`config.mk`:
```
export PLATFORM = sky130hd
export DESIGN_NAME = onewire_temp_sensor_reader_unit
export DESIGN_NICKNAME = d
export VERILOG_FILES = /design/src/design/owtr_pkg.sv /design/src/design/owtr_decode.sv /design/src/design/owtr_seq.sv /design/src/design/onewire_temp_sensor_reader_unit.sv
export SDC_FILE = /design/constraint.sdc
export NUM_CORES = 1
export LEC_CHECK = 0
export ABC_AREA = 1
export BUFFER_PORTS_ARGS = -buffer_cell sky130_fd_sc_hd__buf_2
export CORE_ASPECT_RATIO = 2
export CORE_UTILIZATION = 63
export CTS_CLUSTER_DIAMETER = 40
export DETAILED_ROUTE_END_ITERATION = 8
export GPL_TIMING_DRIVEN = 0
export PLACE_DENSITY = 0.78
export SETUP_SLACK_MARGIN = 0.1
export SLEW_MARGIN = 10
export SYNTH_ARGS = -nofsm -noshare
export SYNTH_HDL_FRONTEND = slang
export SYNTH_SLANG_ARGS = --single-unit
```
`constraint.sdc`:
```
create_clock -name clk -period 5.9 [get_ports clk]
set_clock_uncertainty 0.1 [all_clocks]
set_input_delay 0.295 -clock clk [delete_from_list [all_inputs] [get_ports clk]]
set_output_delay 0.295 -clock clk [all_outputs]
set_load 0.005 [all_outputs]
```
`src/design/owtr_pkg.sv`:
```
// shared types, constants and tables for the 1-wire temperature reader
package owtr_pkg;

  localparam int CfgDataW = 10;
  localparam int CfgIdxW  = 3;

  localparam logic [CfgIdxW-1:0] CFG_RESET_LOW       = 3'd0;
  localparam logic [CfgIdxW-1:0] CFG_PRESENCE_SAMPLE = 3'd1;
  localparam logic [CfgIdxW-1:0] CFG_RESET_TAIL      = 3'd2;
  localparam logic [CfgIdxW-1:0] CFG_SHORT_LOW       = 3'd3;
  localparam logic [CfgIdxW-1:0] CFG_LONG_LOW        = 3'd4;
  localparam logic [CfgIdxW-1:0] CFG_READ_SAMPLE     = 3'd5;
  localparam logic [CfgIdxW-1:0] CFG_SLOT            = 3'd6;

  localparam logic [9:0] RST_RESET_LOW       = 10'd480;
  localparam logic [7:0] RST_PRESENCE_SAMPLE = 8'd70;
  localparam logic [9:0] RST_RESET_TAIL      = 10'd410;
  localparam logic [5:0] RST_SHORT_LOW       = 6'd6;
  localparam logic [6:0] RST_LONG_LOW        = 7'd60;
  localparam logic [6:0] RST_READ_SAMPLE     = 7'd15;
  localparam logic [6:0] RST_SLOT            = 7'd70;

  localparam logic [7:0] CMD_SKIP_ROM = 8'hCC;
  localparam logic [7:0] CMD_CONVERT  = 8'h44;
  localparam logic [7:0] CMD_READ_PAD = 8'hBE;

  typedef enum logic [8:0] {
    PH_IDLE      = 9'b000000001,
    PH_RST_LOW   = 9'b000000010,
    PH_RST_WAIT  = 9'b000000100,
    PH_RST_TAIL  = 9'b000001000,
    PH_WSLOT     = 9'b000010000,
    PH_RSLOT     = 9'b000100000,
    PH_FRST_LOW  = 9'b001000000,
    PH_FRST_WAIT = 9'b010000000,
    PH_FRST_TAIL = 9'b100000000
  } phase_t;

  typedef struct packed {
    logic [9:0] reset_low_us;
    logic [7:0] presence_sample_us;
    logic [9:0] reset_tail_us;
    logic [5:0] short_low_us;
    logic [6:0] long_low_us;
    logic [6:0] read_sample_us;
    logic [6:0] slot_us;
  } cfg_t;

  typedef struct packed {
    logic       drive_low;
    logic       busy_res;
    logic       done_res;
    logic       present;
    logic       negative;
    logic [6:0] whole_degrees;
    logic [3:0] tenths;
  } result_t;

  typedef struct packed {
    logic       negative;
    logic [6:0] whole_degrees;
    logic [3:0] tenths;
  } temp_t;

  // first decimal digit of a sixteenth of a degree
  function automatic logic [3:0] tenths_lut(input logic [3:0] frac);
    logic [3:0] d;
    case (frac)
      4'd0:    d = 4'd0;
      4'd1:    d = 4'd0;
      4'd2:    d = 4'd1;
      4'd3:    d = 4'd1;
      4'd4:    d = 4'd2;
      4'd5:    d = 4'd3;
      4'd6:    d = 4'd3;
      4'd7:    d = 4'd4;
      4'd8:    d = 4'd5;
      4'd9:    d = 4'd5;
      4'd10:   d = 4'd6;
      4'd11:   d = 4'd6;
      4'd12:   d = 4'd7;
      4'd13:   d = 4'd8;
      4'd14:   d = 4'd8;
      default: d = 4'd9;
    endcase
    return d;
  endfunction

endpackage

```
`src/design/owtr_decode.sv`:
```
// decodes the scratchpad temperature word into sign, degrees and tenths
module owtr_decode (
  input  logic [15:0]         word,
  output owtr_pkg::temp_t     temp
);

  logic        neg;
  logic [15:0] mag;

  assign neg = word[15];
  assign mag = neg ? (~word + 16'd1) : word;

  assign temp.negative      = neg;
  assign temp.whole_degrees = mag[10:4];
  assign temp.tenths        = owtr_pkg::tenths_lut(mag[3:0]);

endmodule

```
`src/design/owtr_seq.sv`:
```
// bus sequencer: phase state, slot timing, bit shifting and held temperature
module owtr_seq (
  input  logic                 clk,
  input  logic                 rst_n,
  input  logic                 step_en,
  input  owtr_pkg::cfg_t       cfg,
  input  logic                 start_req,
  input  logic                 func,
  input  logic                 line_level,
  output owtr_pkg::result_t    res
);

  owtr_pkg::phase_t phase_r, phase_nxt, ph;
  logic [10:0] us_count_r, us_count_nxt, cnt;
  logic [2:0]  bit_index_r, bit_index_nxt, bi;
  logic [1:0]  byte_index_r, byte_index_nxt, byi, by1;
  logic [15:0] shift_word_r, shift_word_nxt, sw;
  logic        operation_r, op;
  logic        present_r, present_nxt;
  owtr_pkg::temp_t held_r, dec_temp;
  logic        dec_en;

  logic [9:0]  rl_len, tail_len;
  logic [7:0]  wait_len;
  logic [5:0]  short_eff;
  logic [6:0]  long_eff, wlow, wlen, rlen, rsamp;
  logic [7:0]  cmd;
  logic        wbit;
  logic [10:0] len_sel;
  logic [11:0] cnt_inc;
  logic        end_hit;
  logic [10:0] cnt_adv;
  logic        drive, busy, done;

  assign rl_len    = (cfg.reset_low_us == 10'd0) ? 10'd1 : cfg.reset_low_us;
  assign wait_len  = (cfg.presence_sample_us == 8'd0) ? 8'd1 : cfg.presence_sample_us;
  assign tail_len  = (cfg.reset_tail_us == 10'd0) ? 10'd1 : cfg.reset_tail_us;
  assign short_eff = (cfg.short_low_us == 6'd0) ? 6'd1 : cfg.short_low_us;
  assign long_eff  = (cfg.long_low_us == 7'd0) ? 7'd1 : cfg.long_low_us;

  // start folds into the first reset-low tick
  always_comb begin
    ph  = phase_r;
    cnt = us_count_r;
    bi  = bit_index_r;
    byi = byte_index_r;
    sw  = shift_word_r;
    op  = operation_r;
    if (phase_r == owtr_pkg::PH_IDLE && start_req) begin
      ph  = owtr_pkg::PH_RST_LOW;
      cnt = 11'd0;
      bi  = 3'd0;
      byi = 2'd0;
      sw  = 16'd0;
      op  = func;
    end
  end

  assign cmd   = (byi == 2'd0) ? owtr_pkg::CMD_SKIP_ROM
               : (op ? owtr_pkg::CMD_READ_PAD : owtr_pkg::CMD_CONVERT);
  assign wbit  = cmd[bi];
  assign wlow  = wbit ? {1'b0, short_eff} : long_eff;
  assign wlen  = (cfg.slot_us > wlow) ? cfg.slot_us : wlow;
  assign rlen  = (cfg.slot_us > {1'b0, short_eff}) ? cfg.slot_us : {1'b0, short_eff};
  assign rsamp = (cfg.read_sample_us < rlen) ? cfg.read_sample_us : (rlen - 7'd1);
  assign by1   = byi + 2'd1;

  always_comb begin
    case (ph)
      owtr_pkg::PH_RST_LOW,
      owtr_pkg::PH_FRST_LOW:  len_sel = {1'b0, rl_len};
      owtr_pkg::PH_RST_WAIT,
      owtr_pkg::PH_FRST_WAIT: len_sel = {3'd0, wait_len};
      owtr_pkg::PH_RST_TAIL,
      owtr_pkg::PH_FRST_TAIL: len_sel = {1'b0, tail_len};
      owtr_pkg::PH_WSLOT:     len_sel = {4'd0, wlen};
      owtr_pkg::PH_RSLOT:     len_sel = {4'd0, rlen};
      default:                len_sel = 11'd1;
    endcase
  end

  assign cnt_inc = {1'b0, cnt} + 12'd1;
  assign end_hit = cnt_inc >= {1'b0, len_sel};
  assign cnt_adv = end_hit ? 11'd0 : cnt_inc[10:0];

  always_comb begin
    phase_nxt      = ph;
    us_count_nxt   = cnt_adv;
    bit_index_nxt  = bi;
    byte_index_nxt = byi;
    shift_word_nxt = sw;
    present_nxt    = present_r;
    dec_en         = 1'b0;
    drive          = 1'b0;
    busy           = 1'b1;
    done           = 1'b0;
    case (ph)
      owtr_pkg::PH_IDLE: begin
        busy         = 1'b0;
        us_count_nxt = cnt;
      end
      owtr_pkg::PH_RST_LOW: begin
        drive = 1'b1;
        if (end_hit) phase_nxt = owtr_pkg::PH_RST_WAIT;
      end
      owtr_pkg::PH_FRST_LOW: begin
        drive = 1'b1;
        if (end_hit) phase_nxt = owtr_pkg::PH_FRST_WAIT;
      end
      owtr_pkg::PH_RST_WAIT: begin
        if (end_hit) phase_nxt = owtr_pkg::PH_RST_TAIL;
      end
      owtr_pkg::PH_FRST_WAIT: begin
        if (end_hit) phase_nxt = owtr_pkg::PH_FRST_TAIL;
      end
      owtr_pkg::PH_RST_TAIL: begin
        if (cnt == 11'd0) present_nxt = ~line_level;
        if (end_hit) begin
          if (present_nxt) begin
            phase_nxt      = owtr_pkg::PH_WSLOT;
            bit_index_nxt  = 3'd0;
            byte_index_nxt = 2'd0;
          end else begin
            phase_nxt = owtr_pkg::PH_IDLE;
            done      = 1'b1;
          end
        end
      end
      owtr_pkg::PH_FRST_TAIL: begin
        if (end_hit) begin
          dec_en    = 1'b1;
          phase_nxt = owtr_pkg::PH_IDLE;
          done      = 1'b1;
        end
      end
      owtr_pkg::PH_WSLOT: begin
        drive = cnt < {4'd0, wlow};
        if (end_hit) begin
          if (bi == 3'd7) begin
            bit_index_nxt  = 3'd0;
            byte_index_nxt = by1;
            if (by1 >= 2'd2) begin
              if (op) begin
                phase_nxt = owtr_pkg::PH_RSLOT;
              end else begin
                phase_nxt = owtr_pkg::PH_IDLE;
                done      = 1'b1;
              end
            end
          end else begin
            bit_index_nxt = bi + 3'd1;
          end
        end
      end
      owtr_pkg::PH_RSLOT: begin
        drive = cnt < {5'd0, short_eff};
        if (cnt == {4'd0, rsamp}) shift_word_nxt = {line_level, sw[15:1]};
        if (end_hit) begin
          if (bi == 3'd7) begin
            bit_index_nxt = 3'd0;
            if (byi == 2'd3) begin
              phase_nxt      = owtr_pkg::PH_FRST_LOW;
              byte_index_nxt = 2'd0;
            end else begin
              byte_index_nxt = by1;
            end
          end else begin
            bit_index_nxt = bi + 3'd1;
          end
        end
      end
      default: begin
        phase_nxt = owtr_pkg::PH_IDLE;
        done      = 1'b1;
      end
    endcase
  end

  owtr_decode u_decode (
    .word (sw),
    .temp (dec_temp)
  );

  always_ff @(posedge clk) begin
    if (!rst_n) begin
      phase_r      <= owtr_pkg::PH_IDLE;
      us_count_r   <= 11'd0;
      bit_index_r  <= 3'd0;
      byte_index_r <= 2'd0;
      shift_word_r <= 16'd0;
      operation_r  <= 1'b0;
      present_r    <= 1'b0;
      held_r       <= '0;
    end else if (step_en) begin
      phase_r      <= phase_nxt;
      us_count_r   <= us_count_nxt;
      bit_index_r  <= bit_index_nxt;
      byte_index_r <= byte_index_nxt;
      shift_word_r <= shift_word_nxt;
      operation_r  <= op;
      present_r    <= present_nxt;
      if (dec_en) held_r <= dec_temp;
    end
  end

  always_comb begin
    res.drive_low     = drive;
    res.busy_res      = busy;
    res.done_res      = done;
    res.present       = present_nxt;
    res.negative      = dec_en ? dec_temp.negative      : held_r.negative;
    res.whole_degrees = dec_en ? dec_temp.whole_degrees : held_r.whole_degrees;
    res.tenths        = dec_en ? dec_temp.tenths        : held_r.tenths;
  end

endmodule

```
`src/design/onewire_temp_sensor_reader_unit.sv`:
```
// top level: input register, timing registers, sequencer and result register
// a word goes through the input register, its result through the result register
// throughput: one word per cycle; the sequencer steps once per input register load
// stalls on the result side hold the input register and the sequencer state
// reset (rst_n low, synchronous): sequencer idle, held temperature zero,
// timing registers at their defaults, both registers empty
module onewire_temp_sensor_reader_unit (
  input  logic                            clk,
  input  logic                            rst_n,
  input  logic                            in_valid,
  output logic                            in_ready,
  input  logic                            in_start_req,
  input  logic                            in_func,
  input  logic                            in_line_level,
  output logic                            out_valid,
  input  logic                            out_ready,
  output logic                            out_drive_low,
  output logic                            out_busy_res,
  output logic                            out_done_res,
  output logic                            out_present,
  output logic                            out_negative,
  output logic [6:0]                      out_whole_degrees,
  output logic [3:0]                      out_tenths,
  input  logic                            cfg_we,
  input  logic [owtr_pkg::CfgIdxW-1:0]    cfg_index,
  input  logic [owtr_pkg::CfgDataW-1:0]   cfg_data
);

  owtr_pkg::cfg_t    cfg_r;
  owtr_pkg::result_t seq_res, res_r;
  logic in_valid_r, out_valid_r, out_valid_nxt;
  logic start_r, func_r, line_r;
  logic step_en;

  assign step_en  = in_valid_r && (!out_valid_r || out_ready);
  assign in_ready = !in_valid_r || step_en;

  always_ff @(posedge clk) begin
    if (!rst_n) begin
      cfg_r.reset_low_us       <= owtr_pkg::RST_RESET_LOW;
      cfg_r.presence_sample_us <= owtr_pkg::RST_PRESENCE_SAMPLE;
      cfg_r.reset_tail_us      <= owtr_pkg::RST_RESET_TAIL;
      cfg_r.short_low_us       <= owtr_pkg::RST_SHORT_LOW;
      cfg_r.long_low_us        <= owtr_pkg::RST_LONG_LOW;
      cfg_r.read_sample_us     <= owtr_pkg::RST_READ_SAMPLE;
      cfg_r.slot_us            <= owtr_pkg::RST_SLOT;
    end else if (cfg_we) begin
      case (cfg_index)
        owtr_pkg::CFG_RESET_LOW:       cfg_r.reset_low_us       <= cfg_data;
        owtr_pkg::CFG_PRESENCE_SAMPLE: cfg_r.presence_sample_us <= cfg_data[7:0];
        owtr_pkg::CFG_RESET_TAIL:      cfg_r.reset_tail_us      <= cfg_data;
        owtr_pkg::CFG_SHORT_LOW:       cfg_r.short_low_us       <= cfg_data[5:0];
        owtr_pkg::CFG_LONG_LOW:        cfg_r.long_low_us        <= cfg_data[6:0];
        owtr_pkg::CFG_READ_SAMPLE:     cfg_r.read_sample_us     <= cfg_data[6:0];
        owtr_pkg::CFG_SLOT:            cfg_r.slot_us            <= cfg_data[6:0];
        default: ;
      endcase
    end
  end

  always_ff @(posedge clk) begin
    if (!rst_n) begin
      in_valid_r <= 1'b0;
    end else if (in_ready) begin
      in_valid_r <= in_valid;
    end
  end

  always_ff @(posedge clk) begin
    if (in_ready && in_valid) begin
      start_r <= in_start_req;
      func_r  <= in_func;
      line_r  <= in_line_level;
    end
  end

  owtr_seq u_seq (
    .clk        (clk),
    .rst_n      (rst_n),
    .step_en    (step_en),
    .cfg        (cfg_r),
    .start_req  (start_r),
    .func       (func_r),
    .line_level (line_r),
    .res        (seq_res)
  );

  always_comb begin
    out_valid_nxt = out_valid_r;
    if (step_en) out_valid_nxt = 1'b1;
    else if (out_ready) out_valid_nxt = 1'b0;
  end

  always_ff @(posedge clk) begin
    if (!rst_n) begin
      out_valid_r <= 1'b0;
    end else begin
      out_valid_r <= out_valid_nxt;
    end
  end

  always_ff @(posedge clk) begin
    if (step_en) res_r <= seq_res;
  end

  assign out_valid         = out_valid_r;
  assign out_drive_low     = res_r.drive_low;
  assign out_busy_res      = res_r.busy_res;
  assign out_done_res      = res_r.done_res;
  assign out_present       = res_r.present;
  assign out_negative      = res_r.negative;
  assign out_whole_degrees = res_r.whole_degrees;
  assign out_tenths        = res_r.tenths;

endmodule

```
; Word level (Yosys, flattened, before mapping)
; Memory sizes are Yosys's and may differ from the RTL's.
; Index checks and enable logic that the tools add are counted.
[classes]
n_addsub = 5
magnitude_cmp = 8
eq_ne = 19
mux = 72
bitwise = 2
reduce_logical = 29
[ops]
columns = op, n
row1 = $mux W9, 13
row2 = $pmux W9 S9, 1
row3 = $pmux W10 S5, 1
row4 = $mux W16, 3
row5 = $mux W11, 4
row6 = $mux W7, 6
row7 = $mux W8, 3
row8 = $logic_not A10 Y1, 2
row9 = $mux W10, 2
row10 = $eq A9 B1 Y1 const B, 2
row11 = $mux W1, 17
row12 = $mux W2, 8
row13 = $reduce_and A2 Y1, 8
row14 = $mux W3, 5
row15 = $add A11 B1 Y12 const B, 1
row16 = $eq A3 B3 Y1 const B, 4
row17 = $ge A12 B10 Y1, 1
row18 = $mux W6, 2
row19 = $add A11 B1 Y11 const B, 1
row20 = $eq A11 B7 Y1, 1
row21 = $logic_not A11 Y1, 1
row22 = $lt A11 B6 Y1, 1
row23 = $lt A11 B7 Y1, 1
row24 = $not A11 Y11, 1
row25 = other kinds (38), 46
[word_totals]
register_bits = 131
rom_bits = 64
inputBits = 21
output_inout_bits = 18
word_cells = 165
memories = 1
[memory_table]
columns = name, depth, width, rd, rd_ports_with_merged_regs, write_ports, line_no
row1 = (no name shown), 16, 4, 1, 0, 0, owtr_pkg.sv:68  ; case (frac)

; Depth between registers and ports, before layout
[logic_depth]
depth_word = 15
mapped_depth = 43
depth_no_buf = 39

; Cells and area by module
; From an unflattened synthesis, not the netlist that was laid out.
[hier_totals]
cells_unflattened = 1355
area_unflattened_um2 = 8896.0
[modules_own_cells]
columns = mod, instances, cells_each, area_per_inst_um2
row1 = owtr_seq, 1, 939, 5622.9
row2 = onewire_temp_sensor_reader_unit, 1, 331, 2856.5
row3 = owtr_decode, 1, 85, 416.6

; Worst setup path before layout
; No wires, ideal clock.
[synth_timing]
kind = reg2reg
from = reg u_seq.phase_r[6]
to = reg res_r, in the netlist out_whole_degrees[5], data pin
setup_time_ns = 0.260
arrival_time_ns = 4.642
required_ns = 5.540
path_slack_ns = 0.898
path_stages_with_launch = 38
synth_period_minus_slack_ns = 5.002
path_cell_list = dfxtp_1 -> buf_2 -> inv_1 -> nand4_1 -> nand3b_4 -> inv_1 -> clkbuf_1 -> nor2_1 -> inv_1 -> ha_1 -> inv_1 -> nand2_1 -> nand2_4 -> nand3_1 -> ha_1 -> nand2_1 -> nor2_4 -> nand2_2 -> [2 not listed] -> nand2_4 -> buf_6 -> a21oi_2 -> nor2_1 -> nor2_1 -> ha_1 -> a21boi_0 -> o21ai_0 -> nand2_1 -> a21oi_1 -> o21ai_0 -> a31oi_1 -> nand3_4 -> nand2_4 -> inv_6 -> buf_2 -> nand2_1 -> o21ai_0
[synth_lines]
columns = item, line_no
row1 = start: declaration, owtr_seq.sv:13  ; owtr_pkg::phase_t phase_r, phase_nxt, ph;
row2 = start signal: assignment, owtr_seq.sv:186  ; phase_r <= owtr_pkg::PH_IDLE;
row3 = start signal: assignment, owtr_seq.sv:195  ; phase_r <= phase_nxt;
row4 = end signal: assignment, onewire_temp_sensor_reader_unit.sv:103  ; if (step_en) res_r <= seq_res;
row5 = end: declaration, onewire_temp_sensor_reader_unit.sv:30  ; owtr_pkg::result_t seq_res, res_r;

==> metrics.md <==
| Metric | Value |
|---|---|
| Largest net degree at the start of global routing | `26` |
| Async SR Flop Fraction | `0%` |
| Area of the multi-input gates | `5150 um2` |
| First-pass GRT wire length | `47400 um` |
| Placed cell areas | `9250 um2` |
| Synth Area in Compound Gates | `16.2%` |
| DRT Wirelength | `30800 um` |
| Initial antenna violation count | `0` |
| Crit path required time | `6.04 ns` |
| Crit path time final | `5.53 ns` |
| Iter 0 DRT Violations | `821` |
| Setup_tns | `0 ns` |
| Leading post-synthesis cells by cell area | `dfxtp_1 25%, nand2_1 12%, nand3_1 7.7%, inv_1 7.3%, edfxtp_1 6.5%` |
| Vias | `9595` |
| Critical path startpoint category | `flop` |
| Data arrival, critical path | `5.66 ns` |
| Mux contribution to synthesized area | `0.113%` |
| Tightest Pin Transition | `0.997 ns` |
| Largest family of logic cells by synthesized area | `simple AND/OR/NAND/NOR gates` |
| Largest area contributor in the synthesized netlist | `dfxtp_1` |
| Core Box Area | `13600 um2` |
| Sequential Area | `2810 um2` |
| Worst vdd ir | `200 uV` |
| Ports | `39` |
| Final Cell Area | `10000 um2` |
| EDFF count, synth | `19` |
| Largest stage delay on the critical path | `0.31 ns` |
| CTS tree | `built` |
| Count leader, synth | `nand2_1` |
| Slew margin rel. | `33.5%` |
| Critical path capture point type | `flop` |
| YS warnings | `0` |
| Mean post-synth cell area | `6.74 um2` |
| Worst-skew pair later-pin latency | `0.43 ns` |
| Vias in the first global route | `9340` |
| Diodes inserted | `0` |
| # clock sinks | `131` |
| Avg WL per Cell | `19.5 um` |
| Final Setup Violations | `0` |
| Worst-case clock buffer depth | `2` |
| Core Rows | `60` |
| Worst path slowest cell | `dfxtp_1` |
| PortBufs | `38` |
| Post-Syn Area | `8820 um2` |
| Post-layout util | `73.9%` |
| Post-DP HPWL | `23200 um` |
| Leakage | `4.61 nW` |
| CTS root buffer | `clkbuf_16` |
| ANT nets after route | `0` |
| Router iterations before antenna repair | `6` |
| Fin worst setup slack | `0.371 ns` |
| Sequential area share after synthesis | `31.9%` |
| Layout cells sized above 1 | `13.9%` |
| Net Count, Synth | `1371` |
| Final Hold Viols | `0` |
| Syn Inst Count | `1310` |
| WL met1 | `9140 um` |
| Max H-tree Level | `4` |
| Cts bufs inserted | `17` |
| Layout Nets | `1440` |
| Vias per cell | `6.08` |
| Status | `completed` |
| Effective utilization at floorplan | `64.9%` |
| RSZ-0062 raised after global routing | `no` |
| Max-cap viol count | `0` |
| Netlist cell types | `58` |
| Uppermost routed layer | `met4` |
| Grt ovf | `0` |
| Yosys top cell area share | `25.4%` |
| GRT Total Usage | `43.8%` |
| Pwr Density | `258 nW/um2` |
| Die width | `85.7 um` |
| Final Max Slew Viols | `0` |
| # DRC | `0` |
| Met3 Wirelength | `1850 um` |
| Met2 wire len | `16100 um` |
| Synth Flop Type | `dfxtp_1` |
| Synth cell count leaders | `279 x nand2_1, 171 x inv_1, 136 x nand3_1` |
| Die area | `14500 um2` |
| Final Cycle Share | `93.7%` |
| FMAX | `181 MHz` |
| Synth Area in XOR/XNOR | `1.08%` |
| Crit path kind | `flop to flop` |
| Fill cell count | `1147` |
| Synth-to-layout area growth | `13.8%` |
| Worst hold path class | `input port to flop` |
| Synth Area in Adders | `5.78%` |
| Routability cong. | `1.08` |
| Most frequent CP cell | `nor2_4` |
| Synth Area in Simple Gates | `34.1%` |
| CTS clk-pin slew, worst paths | `0.07 ns` |
| Synth Register Bits | `131` |
| Die Y-Extent | `169 um` |
| DP Worst Slack | `-0.504 ns` |
| Worst Path Max Fanout | `10` |
==> repair_timing <==
item / in CTS / in global routing
setup endpoints to repair: 49 / 49
endpoints found under the hold margin: 3 / 0
hold buffers: 3 / 0
pin swaps: 1 / 4
gates resized for setup: 11 / 18
setup buffers: 3 / 6
==> cells by family after synthesis <==
kind of cell    after synthesis
buf+inv                     231
simple gates                644
xor+xnor                     10
compound gates              252
fa+ha+maj                    41
flops                       131
mux                           1
==> layer usage <==
| metal | track usage, % | vias up |
|---|---|---|
| met5 | 0 | - |
| met4 | 46.1 | 0 |
| met3 | 9.78 | 253 |
| met2 | 80.8 | 511 |
| met1 | 35.5 | 4347 |
| li1 | - | 4484 |
==> critical path, delay by kind of cell (launching register included) <==
family	cells	cell delay, ns
flops	1	0.31
simple gates	17	1.94
buf+inv	9	1.13
fa+ha+maj	3	0.74
compound gates	7	1.10
==> state kept, by name, indices dropped and copies added (netlist names), 2 cells and up <==
| name | flops |
|---|---|
| u_seq.byte_index_r | 2 |
| out_tenths | 4 |
| out_whole_degrees | 7 |
| u_seq.us_count_r | 11 |
| u_seq.held_r | 12 |
| u_seq.phase_r | 9 |
| u_seq.shift_word_r | 16 |
| u_seq.bit_index_r | 3 |
| cfg_r | 55 |
==> final timing paths <==
check / from / end / slack, ns / cells after the start
max: u_seq.phase_r[6] / out_whole_degrees[2] / 0.37 / 36
min: cfg_data[8] / cfg_r[35] / 0.008 / 3
min reg2reg: u_seq.held_r[0] / u_seq.held_r[0] / 0.35 / 2
max reg2reg: u_seq.phase_r[6] / out_whole_degrees[2] / 0.37 / 36
==> metrics by stage <==
step	cells	power, mW	hold WS, ns
2_1_floorplan	1310	1.33	0.294
3_3_place_gp	1534	1.47	0.334
3_5_place_dp	1534	1.48	0.340
4_1_cts	1572	2.55	0.0130
5_1_grt	1578	2.68	0.0158
6_report	1578	2.60	0.00757
==> where the power goes <==
group | switching [mW] | total [mW] | internal, mW
Combinational | 0.386 | 0.554 | 0.168
Clock | 0.447 | 1.07 | 0.628
Sequential | 0.0250 | 0.967 | 0.942
Total | 0.858 | 2.60 | 1.74
==> area by class of cell <==
type,count,share of cell area (%)
buffer,45,2.60
inverter,186,7.09
multi-input combinational,948,51.3
clock inverter,14,1.51
timing repair buffer,50,2.87
sequential,131,28.0
clock buffer,18,4.27
tap,186,2.32
==> cells in the final DEF (no fill, tap or decap), types with 24 or more instances in the layout <==
cell,n
inv_1,170
dfxtp_1,112
nand3_1,135
nand2_1,279
a21oi_1,88
ha_1,39
clkbuf_1,24
buf_2,43
o21ai_0,89
nor2_1,119
Note: power is estimated with default switching activity, not from simulation.
